===== config.mk =====
export PLATFORM = sky130hd
export DESIGN_NAME = chaskey_mac_engine
export DESIGN_NICKNAME = d
export VERILOG_FILES = /design/src/rtl/core/chm_pkg.sv /design/src/rtl/core/chm_front.sv /design/src/rtl/core/chm_back.sv /design/src/rtl/core/chm_tagout.sv /design/src/rtl/core/chaskey_mac_engine.sv
export SDC_FILE = /design/constraint.sdc
export NUM_CORES = 2
export LEC_CHECK = 0
export ABC_CLOCK_PERIOD_IN_PS = 22000
export BUFFER_PORTS_ARGS = -buffer_cell sky130_fd_sc_hd__buf_2
export CAP_MARGIN = 20
export CORE_ASPECT_RATIO = 0.8
export CORE_MARGIN = 5
export CORE_UTILIZATION = 55
export CTS_CLUSTER_SIZE = 30
export DETAILED_ROUTE_END_ITERATION = 10
export GPL_ROUTABILITY_DRIVEN = 1
export PLACE_DENSITY = 0.77
export SYNTH_ARGS = -nofsm -noshare
export SYNTH_HDL_FRONTEND = slang
export SYNTH_SLANG_ARGS = --single-unit

===== constraint.sdc =====
create_clock -name clk_i -period 22 [get_ports clk_i]
set_input_delay 1.1 -clock clk_i [delete_from_list [all_inputs] [get_ports clk_i]]
set_output_delay 1.1 -clock clk_i [all_outputs]
set_load 0.01 [all_outputs]

===== src/rtl/core/chm_pkg.sv =====
// Shared types, constants and functions of the Chaskey MAC engine.
// No dependencies; every other rtl/core file refers to it by scoped names.
`default_nettype none

package chm_pkg;

  localparam int unsigned BLK_W   = 128;
  localparam int unsigned HALF_W  = 64;
  localparam int unsigned ROUNDS  = 8;
  localparam int unsigned RND_W   = $clog2(ROUNDS);
  localparam int unsigned Q_DEPTH = 2;
  localparam int unsigned Q_PTR_W = $clog2(Q_DEPTH);
  localparam int unsigned Q_CNT_W = $clog2(Q_DEPTH + 1);

  // configuration register indexes
  localparam logic [1:0] REG_KEY_HIGH = 2'd0;
  localparam logic [1:0] REG_KEY_LOW  = 2'd1;
  localparam logic [1:0] REG_TAG_BITS = 2'd2;

  localparam logic [7:0]       TAG_BITS_RST = 8'd64;
  localparam logic [BLK_W-1:0] DBL_POLY     = 128'h87;

  // one classified block on its way to the permutation
  typedef struct packed {
    logic [BLK_W-1:0] blk;   // block, masked when last and also padded when partial
    logic [BLK_W-1:0] sub;   // subkey for the output mask
    logic             last;
  } job_t;

  // multiply by x in GF(2^128)
  function automatic logic [BLK_W-1:0] chm_dbl(input logic [BLK_W-1:0] x);
    logic [BLK_W-1:0] r;
    r = {x[BLK_W-2:0], 1'b0};
    if (x[BLK_W-1]) begin
      r = r ^ DBL_POLY;
    end
    return r;
  endfunction

  // one ARX round; v0 is the most significant word
  function automatic logic [BLK_W-1:0] chm_round(input logic [BLK_W-1:0] s);
    logic [31:0] v0, v1, v2, v3;
    v0 = s[127:96];
    v1 = s[95:64];
    v2 = s[63:32];
    v3 = s[31:0];
    v0 = v0 + v1; v1 = {v1[26:0], v1[31:27]}; v1 = v1 ^ v0; v0 = {v0[15:0], v0[31:16]};
    v2 = v2 + v3; v3 = {v3[23:0], v3[31:24]}; v3 = v3 ^ v2;
    v0 = v0 + v3; v3 = {v3[18:0], v3[31:19]}; v3 = v3 ^ v0;
    v2 = v2 + v1; v1 = {v1[24:0], v1[31:25]}; v1 = v1 ^ v2; v2 = {v2[15:0], v2[31:16]};
    return {v0, v1, v2, v3};
  endfunction

endpackage

`default_nettype wire


===== src/rtl/core/chm_front.sv =====
// Front end: pads and masks final blocks, picks the subkey, queues jobs.
// Depends on chm_pkg.
`default_nettype none

module chm_front (
  input  wire logic                       clk_i,
  input  wire logic                       rst_ni,
  input  wire logic [chm_pkg::BLK_W-1:0]  key_i,
  input  wire logic                       push_i,
  output logic                            full_o,
  input  wire logic [63:0]                block_high_i,
  input  wire logic [63:0]                block_low_i,
  input  wire logic                       is_last_i,
  input  wire logic [7:0]                 valid_bits_i,
  output logic                            job_valid_o,
  output chm_pkg::job_t                   job_o,
  input  wire logic                       job_pop_i
);

  logic [chm_pkg::BLK_W-1:0] msg, keep, one_bit, padded, k1, k2, sub;
  logic                      full_blk;
  chm_pkg::job_t             job_in;

  chm_pkg::job_t               mem_q [chm_pkg::Q_DEPTH];
  logic [chm_pkg::Q_PTR_W-1:0] wr_ptr_q, rd_ptr_q;
  logic [chm_pkg::Q_CNT_W-1:0] cnt_q, cnt_d;
  logic                        wr_en;

  always_comb begin
    msg      = {block_high_i, block_low_i};
    full_blk = valid_bits_i[7];
    keep     = ~({chm_pkg::BLK_W{1'b1}} >> valid_bits_i);
    one_bit  = {1'b1, {(chm_pkg::BLK_W-1){1'b0}}} >> valid_bits_i;
    padded   = (msg & keep) | one_bit;
    k1       = chm_pkg::chm_dbl(key_i);
    k2       = chm_pkg::chm_dbl(k1);
    sub      = full_blk ? k1 : k2;
    job_in.last = is_last_i;
    job_in.sub  = sub;
    if (is_last_i) begin
      job_in.blk = (full_blk ? msg : padded) ^ sub;
    end else begin
      job_in.blk = msg;
    end
  end

  assign full_o      = (cnt_q == chm_pkg::Q_CNT_W'(chm_pkg::Q_DEPTH));
  assign wr_en       = push_i && !full_o;
  assign job_valid_o = (cnt_q != '0);
  assign job_o       = mem_q[rd_ptr_q];

  always_comb begin
    cnt_d = cnt_q;
    if (wr_en && !job_pop_i) begin
      cnt_d = cnt_q + chm_pkg::Q_CNT_W'(1);
    end else if (!wr_en && job_pop_i) begin
      cnt_d = cnt_q - chm_pkg::Q_CNT_W'(1);
    end
  end

  always_ff @(posedge clk_i or negedge rst_ni) begin
    if (!rst_ni) begin
      wr_ptr_q <= '0;
      rd_ptr_q <= '0;
      cnt_q    <= '0;
    end else begin
      cnt_q <= cnt_d;
      if (wr_en) begin
        wr_ptr_q <= wr_ptr_q + chm_pkg::Q_PTR_W'(1);
      end
      if (job_pop_i) begin
        rd_ptr_q <= rd_ptr_q + chm_pkg::Q_PTR_W'(1);
      end
    end
  end

  always_ff @(posedge clk_i) begin
    if (wr_en) begin
      mem_q[wr_ptr_q] <= job_in;
    end
  end

endmodule

`default_nettype wire


===== src/rtl/core/chm_back.sv =====
// Back end: iterates the ARX round over a job, keeps the chain between blocks,
// applies the output mask on final blocks. Depends on chm_pkg.
`default_nettype none

module chm_back (
  input  wire logic                       clk_i,
  input  wire logic                       rst_ni,
  input  wire logic [chm_pkg::BLK_W-1:0]  key_i,
  input  wire logic                       job_valid_i,
  input  wire chm_pkg::job_t              job_i,
  output logic                            job_pop_o,
  input  wire logic                       res_full_i,
  output logic                            res_push_o,
  output logic [chm_pkg::BLK_W-1:0]       res_o
);

  logic                      busy_q, last_q, in_msg_q;
  logic [chm_pkg::RND_W-1:0] cnt_q;
  logic [chm_pkg::BLK_W-1:0] v_q, sub_q;   // v_q doubles as the chain between blocks
  logic [chm_pkg::BLK_W-1:0] rnd_out, start;
  logic                      finish, stall;

  assign rnd_out    = chm_pkg::chm_round(v_q);
  assign finish     = busy_q && (cnt_q == chm_pkg::RND_W'(chm_pkg::ROUNDS - 1));
  assign stall      = finish && last_q && res_full_i;
  assign job_pop_o  = job_valid_i && !busy_q;
  assign res_push_o = finish && last_q && !res_full_i;
  assign res_o      = rnd_out ^ sub_q;
  assign start      = (in_msg_q ? v_q : key_i) ^ job_i.blk;

  always_ff @(posedge clk_i or negedge rst_ni) begin
    if (!rst_ni) begin
      busy_q   <= 1'b0;
      last_q   <= 1'b0;
      in_msg_q <= 1'b0;
      cnt_q    <= '0;
    end else if (job_pop_o) begin
      busy_q <= 1'b1;
      last_q <= job_i.last;
      cnt_q  <= chm_pkg::RND_W'(1);
    end else if (finish) begin
      if (!stall) begin
        busy_q   <= 1'b0;
        in_msg_q <= !last_q;
      end
    end else if (busy_q) begin
      cnt_q <= cnt_q + chm_pkg::RND_W'(1);
    end
  end

  // first round is taken in the load cycle
  always_ff @(posedge clk_i) begin
    if (job_pop_o) begin
      v_q   <= chm_pkg::chm_round(start);
      sub_q <= job_i.sub;
    end else if (busy_q && !stall) begin
      v_q <= rnd_out;
    end
  end

  a_pop_idle: assert property (@(posedge clk_i) disable iff (!rst_ni)
    job_pop_o |-> !busy_q)
    else $error("job taken while a block is in flight");

  a_stall_hold: assert property (@(posedge clk_i) disable iff (!rst_ni)
    stall |=> busy_q && $stable(v_q) && $stable(cnt_q))
    else $error("state moved while the result queue was full");

  a_round_step: assert property (@(posedge clk_i) disable iff (!rst_ni)
    (busy_q && !finish) |=> busy_q && (cnt_q == $past(cnt_q) + chm_pkg::RND_W'(1)))
    else $error("round counter skipped");

  a_push_last: assert property (@(posedge clk_i) disable iff (!rst_ni)
    res_push_o |=> !busy_q && !in_msg_q)
    else $error("message state not cleared after a tag");

endmodule

`default_nettype wire


===== src/rtl/core/chm_tagout.sv =====
// Result queue: holds masked final states and right-aligns the tag on the way out.
// Depends on chm_pkg.
`default_nettype none

module chm_tagout (
  input  wire logic                       clk_i,
  input  wire logic                       rst_ni,
  input  wire logic [7:0]                 tag_bits_i,
  input  wire logic                       res_push_i,
  input  wire logic [chm_pkg::BLK_W-1:0]  res_i,
  output logic                            res_full_o,
  output logic                            empty_o,
  input  wire logic                       pop_i,
  output logic [63:0]                     tag_high_o,
  output logic [63:0]                     tag_low_o
);

  logic [chm_pkg::BLK_W-1:0]   mem_q [chm_pkg::Q_DEPTH];
  logic [chm_pkg::Q_PTR_W-1:0] wr_ptr_q, rd_ptr_q;
  logic [chm_pkg::Q_CNT_W-1:0] cnt_q, cnt_d;
  logic                        rd_en;
  logic [7:0]                  t_sat, sh;
  logic [chm_pkg::BLK_W-1:0]   head, tag;

  assign res_full_o = (cnt_q == chm_pkg::Q_CNT_W'(chm_pkg::Q_DEPTH));
  assign empty_o    = (cnt_q == '0);
  assign rd_en      = pop_i && !empty_o;
  assign head       = mem_q[rd_ptr_q];

  // lengths above 128 clamp to a full-width tag
  always_comb begin
    t_sat = (tag_bits_i > 8'd128) ? 8'd128 : tag_bits_i;
    sh    = 8'd128 - t_sat;
    tag   = (t_sat == 8'd0) ? '0 : (head >> sh[6:0]);
  end

  assign tag_high_o = tag[127:64];
  assign tag_low_o  = tag[63:0];

  always_comb begin
    cnt_d = cnt_q;
    if (res_push_i && !rd_en) begin
      cnt_d = cnt_q + chm_pkg::Q_CNT_W'(1);
    end else if (!res_push_i && rd_en) begin
      cnt_d = cnt_q - chm_pkg::Q_CNT_W'(1);
    end
  end

  always_ff @(posedge clk_i or negedge rst_ni) begin
    if (!rst_ni) begin
      wr_ptr_q <= '0;
      rd_ptr_q <= '0;
      cnt_q    <= '0;
    end else begin
      cnt_q <= cnt_d;
      if (res_push_i) begin
        wr_ptr_q <= wr_ptr_q + chm_pkg::Q_PTR_W'(1);
      end
      if (rd_en) begin
        rd_ptr_q <= rd_ptr_q + chm_pkg::Q_PTR_W'(1);
      end
    end
  end

  always_ff @(posedge clk_i) begin
    if (res_push_i) begin
      mem_q[wr_ptr_q] <= res_i;
    end
  end

endmodule

`default_nettype wire


===== src/rtl/core/chaskey_mac_engine.sv =====
// Chaskey MAC engine top level: configuration registers, front end, round engine
// and tag queue. Depends on chm_pkg, chm_front, chm_back, chm_tagout.
//
// Usage:
//   Input channel: an item is one 128-bit message block with is_last and
//   valid_bits; it is taken on a clock edge with push high and full low.
//   Result channel: one tag per message, on the final block; the oldest tag
//   sits on tag_high_o/tag_low_o while empty is low and leaves on pop.
//   Config: cfg_we_i writes cfg_wdata_i to register cfg_idx_i (0 key high,
//   1 key low, 2 tag length); write only while the engine is idle.
// Timing:
//   The round engine loads a block along with its first round, then does one
//   round per cycle unless the tag queue is full at a final block's last round.
//   It takes a new block only once it is through with the last, and a two-entry
//   job queue lets inputs arrive back to back until it fills. A final block's
//   tag is written into the tag queue as its last round completes.
// Reset: clears both queues, the engine and message state; key reads as zero,
//   tag length as 64. When pop stalls, two tags are held, then the engine
//   holds its final round, then the job queue fills and full rises.
`default_nettype none

module chaskey_mac_engine (
  input  wire logic        clk_i,
  input  wire logic        rst_ni,
  input  wire logic        cfg_we_i,
  input  wire logic [1:0]  cfg_idx_i,
  input  wire logic [63:0] cfg_wdata_i,
  input  wire logic        push,
  output logic             full,
  input  wire logic [63:0] block_high_i,
  input  wire logic [63:0] block_low_i,
  input  wire logic        is_last_i,
  input  wire logic [7:0]  valid_bits_i,
  output logic             empty,
  input  wire logic        pop,
  output logic [63:0]      tag_high_o,
  output logic [63:0]      tag_low_o
);

  logic [63:0]               key_high_q, key_low_q;
  logic [7:0]                tag_bits_q;
  logic [chm_pkg::BLK_W-1:0] key;
  logic                      job_valid, job_pop, res_full, res_push;
  chm_pkg::job_t             job;
  logic [chm_pkg::BLK_W-1:0] res;

  assign key = {key_high_q, key_low_q};

  always_ff @(posedge clk_i or negedge rst_ni) begin
    if (!rst_ni) begin
      key_high_q <= '0;
      key_low_q  <= '0;
      tag_bits_q <= chm_pkg::TAG_BITS_RST;
    end else if (cfg_we_i) begin
      case (cfg_idx_i)
        chm_pkg::REG_KEY_HIGH: key_high_q <= cfg_wdata_i;
        chm_pkg::REG_KEY_LOW:  key_low_q  <= cfg_wdata_i;
        chm_pkg::REG_TAG_BITS: tag_bits_q <= cfg_wdata_i[7:0];
        default: ;
      endcase
    end
  end

  chm_front u_front (
    .clk_i        (clk_i),
    .rst_ni       (rst_ni),
    .key_i        (key),
    .push_i       (push),
    .full_o       (full),
    .block_high_i (block_high_i),
    .block_low_i  (block_low_i),
    .is_last_i    (is_last_i),
    .valid_bits_i (valid_bits_i),
    .job_valid_o  (job_valid),
    .job_o        (job),
    .job_pop_i    (job_pop)
  );

  chm_back u_back (
    .clk_i       (clk_i),
    .rst_ni      (rst_ni),
    .key_i       (key),
    .job_valid_i (job_valid),
    .job_i       (job),
    .job_pop_o   (job_pop),
    .res_full_i  (res_full),
    .res_push_o  (res_push),
    .res_o       (res)
  );

  chm_tagout u_tagout (
    .clk_i      (clk_i),
    .rst_ni     (rst_ni),
    .tag_bits_i (tag_bits_q),
    .res_push_i (res_push),
    .res_i      (res),
    .res_full_o (res_full),
    .empty_o    (empty),
    .pop_i      (pop),
    .tag_high_o (tag_high_o),
    .tag_low_o  (tag_low_o)
  );

endmodule

`default_nettype wire

# After elaboration in Yosys (flattened, before gate mapping)
# Memories as Yosys holds them, arrays and structs flattened.
# Cells that the tools add are included.
# Widths: inputs -> output; s select.
# word_totals
regBits	406
mem_bits_rw	770
inputBits	208
out_inout_bits	130
n_memories	2
# classes
n_addsub	18
magnitude_cmp	1
n_eq_ne	7
shifts	3
mux	24
bitwise_logic	18
reduce_logical	37
# memory_table
name	depth	width	read_ports	rd_ports_with_merged_regs	wr	line	rtl
u_front.mem_q	2	257	1	0	1	chm_front.sv:24	chm_pkg::job_t mem_q [chm_pkg::Q_DEPTH];
u_tagout.mem_q	2	128	1	0	1	chm_tagout.sv:18	logic [chm_pkg::BLK_W-1:0] mem_q [chm_pkg::Q_DEPTH];
# op_table
cell	count
$mux 128	7
$xor 128x128->128	3
$add 32x32->32	8
$shr 128x8->128 const A	2
$xor 32x32->32	8
$and 128x128->128	1
$not 128->128	1
$or 128x128->128	1
$shr 128x7->128	1
$mux 8	3
$logic_and 1x1->1	12
$reduce_bool 2->1	6
$logic_not 1->1	10
$reduce_and 2->1	5
$mux 3	3
$gt 8x8->1 const B	1
$logic_not 8->1	1
$mux 2	4
$not 4->4	2
$mux 1	7
$sub 1x7->7 const A	1
$eq 2x2->1 const B	3
$add 1x1->1 const B	4
$add 2x1->2 const B	2
other kinds (8)	12

# Depth between registers and ports, before layout
# logic_depth
depth_word	8
mapped_depth	35

# Modules after synthesis
# From an unflattened synthesis, not the netlist that was laid out.
# hier_totals
hier_cells	6871
area_unflattened_um2	79108.4
# modules_own_cells
mod	n_inst	cells_per_inst	area_per_inst_um2
chm_back	1	2895	27722.8
chm_front	1	2157	27093.5
chm_tagout	1	1530	18945.7
chaskey_mac_engine	1	289	5346.4

# Worst setup path after synthesis
# OpenSTA, ideal clock, no wires.
# synth_timing
kind	input to register
from	input port push
to	memory u_front.mem_q[0][0] (netlist name) (enable)
t_arrival_ns	11.834
required_ns	21.121
path_slack_ns	9.287
stages	2
path_buffers	0
path_cell_list	nand2_1 nor2_1
# synth_via
elab_chain_len	3
# synth_rtl
item	line	rtl
start: declaration	chaskey_mac_engine.sv:28	input wire logic push,
$logic_and 1x1->1	chm_front.sv:48	assign wr_en = push_i && !full_o;
$mux 1	chm_front.sv:78	if (wr_en) begin
$mux 1 (implied by the code)	chm_front.sv:79	mem_q[wr_ptr_q] <= job_in;
end: declaration	chm_front.sv:24	
# Every way passes these cells.

# Final worst setup path
# layout_timing
from	register u_front.rd_ptr_q
to	register u_back.v_q[28] (netlist name), data pin
# layout_via
elab_chain_len	7
word_cells_on_any_way	8
# layout_rtl
item	line	rtl
start: declaration	chm_front.sv:25	logic [chm_pkg::Q_PTR_W-1:0] wr_ptr_q, rd_ptr_q;
start signal: assignment	chm_front.sv:72	rd_ptr_q <= rd_ptr_q + chm_pkg::Q_PTR_W'(1);
$mem_v2 2x257 (*)	--	
$xor 128x128->128 (*)	chm_back.sv:29	assign start = (in_msg_q ? v_q : key_i) ^ job_i.blk;
$add 32x32->32	chm_pkg.sv:48	v2 = v2 + v3; v3 = {v3[23:0], v3[31:24]}; v3 = v3 ^ v2;
$xor 32x32->32	chm_pkg.sv:48	
$add 32x32->32	chm_pkg.sv:49	v0 = v0 + v3; v3 = {v3[18:0], v3[31:19]}; v3 = v3 ^ v0;
$xor 32x32->32 (*)	chm_pkg.sv:49	
$mux 128 (*)	chm_back.sv:53	if (job_pop_o) begin
end signal: assignment	chm_back.sv:54	v_q <= chm_pkg::chm_round(start);
end signal: assignment	chm_back.sv:57	v_q <= rnd_out;
end: declaration	chm_back.sv:19	logic [chm_pkg::BLK_W-1:0] v_q, sub_q;
# Every way passes the cells marked *; elsewhere a longest branch is shown, timed or not.
# A chain may end at the register's enable or synchronous reset.

==> results.json <==
{
  "outcome": "completed",
  "start_util_pct": 55.49,
  "drtIter0Drc": 13290,
  "netlist_area_um2": 76990,
  "hold_viol_final": 0,
  "cts_inserted_buffers": 114,
  "clk_pin_slew_ns": 0.07,
  "io_buffer_count": 337,
  "cts_tree": "done",
  "track_usage_pct": 50.03,
  "die_area_um2": 147600,
  "min_path_type": "in -> async",
  "cp-start-kind": "flip-flop",
  "syn_inst": 6800,
  "syn-num-nets": 7266,
  "synth_compound_area_share_pct": 12.22,
  "worstPathRequired_ns": 22.46,
  "period_needed_ns": 10.52,
  "drv_cap": 0,
  "r2r_slack_ns": 11.48,
  "root_buffer": "clkbuf_16",
  "core_region_area_um2": 138800,
  "crit_slowest_cell": "o41ai_1",
  "synth_edf_count": 1026,
  "slowest_delay_ns": 0.96,
  "r2r_end": "u_back.v_q[28]",
  "synth_top_family_by_area": "multiplexers",
  "post-dp-hpwl_mm": 308.5,
  "synth_xor_area_share_pct": 9.603,
  "synth_cell_type_count": 99,
  "finalSetupViolCount": 0,
  "fillers": 10860,
  "grt_pass1_vias": 59450,
  "ant_nets": 0,
  "worst_setup_path_end_kind": "flip-flop",
  "skew_ns": 0.1023,
  "period_share_pct": 47.82,
  "synth_fa_ha_area_share_pct": 4.325,
  "yosysSeqAreaShare_pct": 44.90,
  "cts_setup_buffers": 0,
  "synth-seq-cells": 1176,
  "slew_violations": 0,
  "cts.sinks": 1176,
  "gp_congestion": 1.111,
  "rr_startpoint": "u_front.rd_ptr_q",
  "r2r.worst_path.cells": 27,
  "path_max_fanout": 121,
  "clock_latency_ns": 0.84,
  "crit_buf_inv": 4,
  "path_delay_family": "compound AO/OA/AOI/OAI gates",
  "die_h_um": 344.6,
  "ys_warn_count": 0,
  "first_pass_iters": 9,
  "post_drt_wl_per_cell_um": 42.33,
  "rsz0062_at_grt": "no",
  "final_common_cell": "edfxtp_1",
  "setup_tns_ns": 0,
  "mostFrequentLayoutCells": "1,026 x edfxtp_1, 738 x mux2i_1, 490 x nand2_1",
  "syn_to_final_growth_pct": 10.20,
  "relSlewSlack_pct": 11.66,
  "grt_first_pass_wirelength_mm": 505.2,
  "grt_remaining_overflow": 0,
  "avgSynthCellArea_um2": 11.32,
  "grt_max_degree": 176,
  "htree_levels": 3,
  "antenna_found_initial": 67,
  "drcViolationCount": 0,
  "critPathMostFrequentCell": "xnor2_1",
  "fp-row-count": 122,
  "synth-main-ff-cell": "edfxtp_1",
  "fp.dieW_um": 428.3,
  "nets": 7477,
  "clock_path_buffers": 3,
  "drive_gt1_share_pct": 17.28,
  "wirelength_mm": 381.6,
  "criticalPathCategory": "reg -> reg",
  "max_freq_ghz": 0.09505,
  "vias": 65410,
  "ioPinCount": 338,
  "hold_buffers": 0,
  "async_reset_ff_share_pct": 12.76,
  "cts-resized-gates": 0,
  "synth_simple_gate_area_share_pct": 7.261,
  "vias_per_cell": 7.257,
  "synthMuxAreaShare_pct": 19.02,
  "arrival_ns": 10.98,
  "worst_pin_slew_ns": 1.316
}
[stage by stage]
step / instance area (um^2) / hold slack (ns) / setup slack, ns / util (%) / std cells
after detailed placement: 80750 / 0.5014 / 11.95 / 58.20 / 8747
after floorplan: 76990 / 0.4604 / 9.287 / - / 6800
after CTS: 84640 / 0.2282 / 11.86 / 61.00 / 8964
after global routing: 84770 / 0.2691 / 11.23 / 61.09 / 8985
final: 84840 / 0.2288 / 11.48 / 61.14 / 9014
after global placement: 80670 / 0.4791 / 11.91 / 58.14 / 8738
[cells by family after synthesis]
logic type	after synthesis
AO/OA/AOI/OAI	1494
multiplexers	1256
AND/OR/NAND/NOR	1250
flip-flops	1176
XOR/XNOR	826
buffers and inverters	536
adder cells (fa/ha/maj)	262
[registers in the layout (all words and copies together), names as in the netlist, 2 cells and up]
| signal | flops |
|---|---|
| u_front.cnt_q | 2 |
| u_back.cnt_q | 3 |
| key_high_q | 64 |
| u_tagout.mem_q | 256 |
| u_front.mem_q | 514 |
| u_back.sub_q | 128 |
| key_low_q | 64 |
| u_tagout.cnt_q | 2 |
| u_back.v_q | 128 |
| tag_bits_q | 8 |
[cell usage after synthesis (30+ instances only)]
library cell / number / share of area (%)
a211oi_1: 143 / 1.4
a21o_1: 166 / 1.6
a21oi_1: 483 / 3.1
and2_1: 52 / 0.42
and3_1: 35 / 0.28
buf_1: 77 / 0.38
clkbuf_1: 267 / 1.3
dfrtp_1: 149 / 4.8
edfxtp_1: 1026 / 40
ha_1: 250 / 4.1
inv_1: 175 / 0.85
mux2_2: 385 / 5.6
mux2i_1: 744 / 9.7
mux4_2: 127 / 3.7
nand2_1: 491 / 2.4
nand2b_1: 30 / 0.24
nand3_1: 82 / 0.53
nor2_1: 346 / 1.7
nor2b_1: 51 / 0.41
nor3_1: 71 / 0.46
o21a_1: 51 / 0.50
o21ai_0: 341 / 2.2
o21bai_1: 37 / 0.36
xnor2_1: 448 / 5.1
xor2_1: 365 / 4.2
[worst max path at each step]
stage                           from                   to  cells past startpoint
floorplan                       push  u_front.mem_q[0][0]                      2
global placement    u_front.rd_ptr_q       u_back.v_q[30]                     27
detailed placement  u_front.rd_ptr_q       u_back.v_q[30]                     27
CTS                 u_front.rd_ptr_q       u_back.v_q[28]                     27
global route        u_front.rd_ptr_q       u_back.v_q[28]                     27
finish              u_front.rd_ptr_q       u_back.v_q[28]                     27
[final cells by class]
cell class,count,area [um^2],area share (%)
Antenna cell,42,105.1,0.1239
Inverter,178,680.7,0.8023
Clock inverter,70,827.0,0.9748
Tap cell,1860,2327,2.743
Clock buffer,147,3067,3.615
Sequential cell,1176,34580,40.75
Timing Repair Buffer,453,2704,3.187
Multi-Input combinational cell,5088,40550,47.80
[metal layers]
layer	routed length [um]	vias to the layer above	GRT usage, %
li1	-	25820	-
met1	134800	31880	63.78
met2	146800	6443	66.59
met3	67540	1240	25.52
met4	32030	30	32.49
met5	428	-	0
[worst reg2reg max path, cell delays in order, from the launching register on]
cell and delay [ns]:
dfrtp_4 0.72, buf_4 0.71, buf_4 0.65, buf_12 0.67, mux2i_1 0.38, xnor2_1 0.40, inv_1 0.10, ha_1 0.29
a21o_1 0.18, a21oi_1 0.29, nor4_1 0.12, a211o_1 0.43, a2111oi_2 0.60, o31ai_4 0.17, a31oi_4 0.46, nor2_1 0.11
a311oi_1 0.33, xnor2_1 0.21, ha_1 0.49, nand4_1 0.19, o31ai_1 0.68, a211oi_1 0.24, o41ai_1 0.96, a21o_1 0.22
a21oi_1 0.07, xnor2_1 0.26, xnor2_1 0.15, mux2i_1 0.09
Power is left out: the tool's default activity adds up to more than one toggle a clock period on the data nets, which glitch-free logic cannot reach.
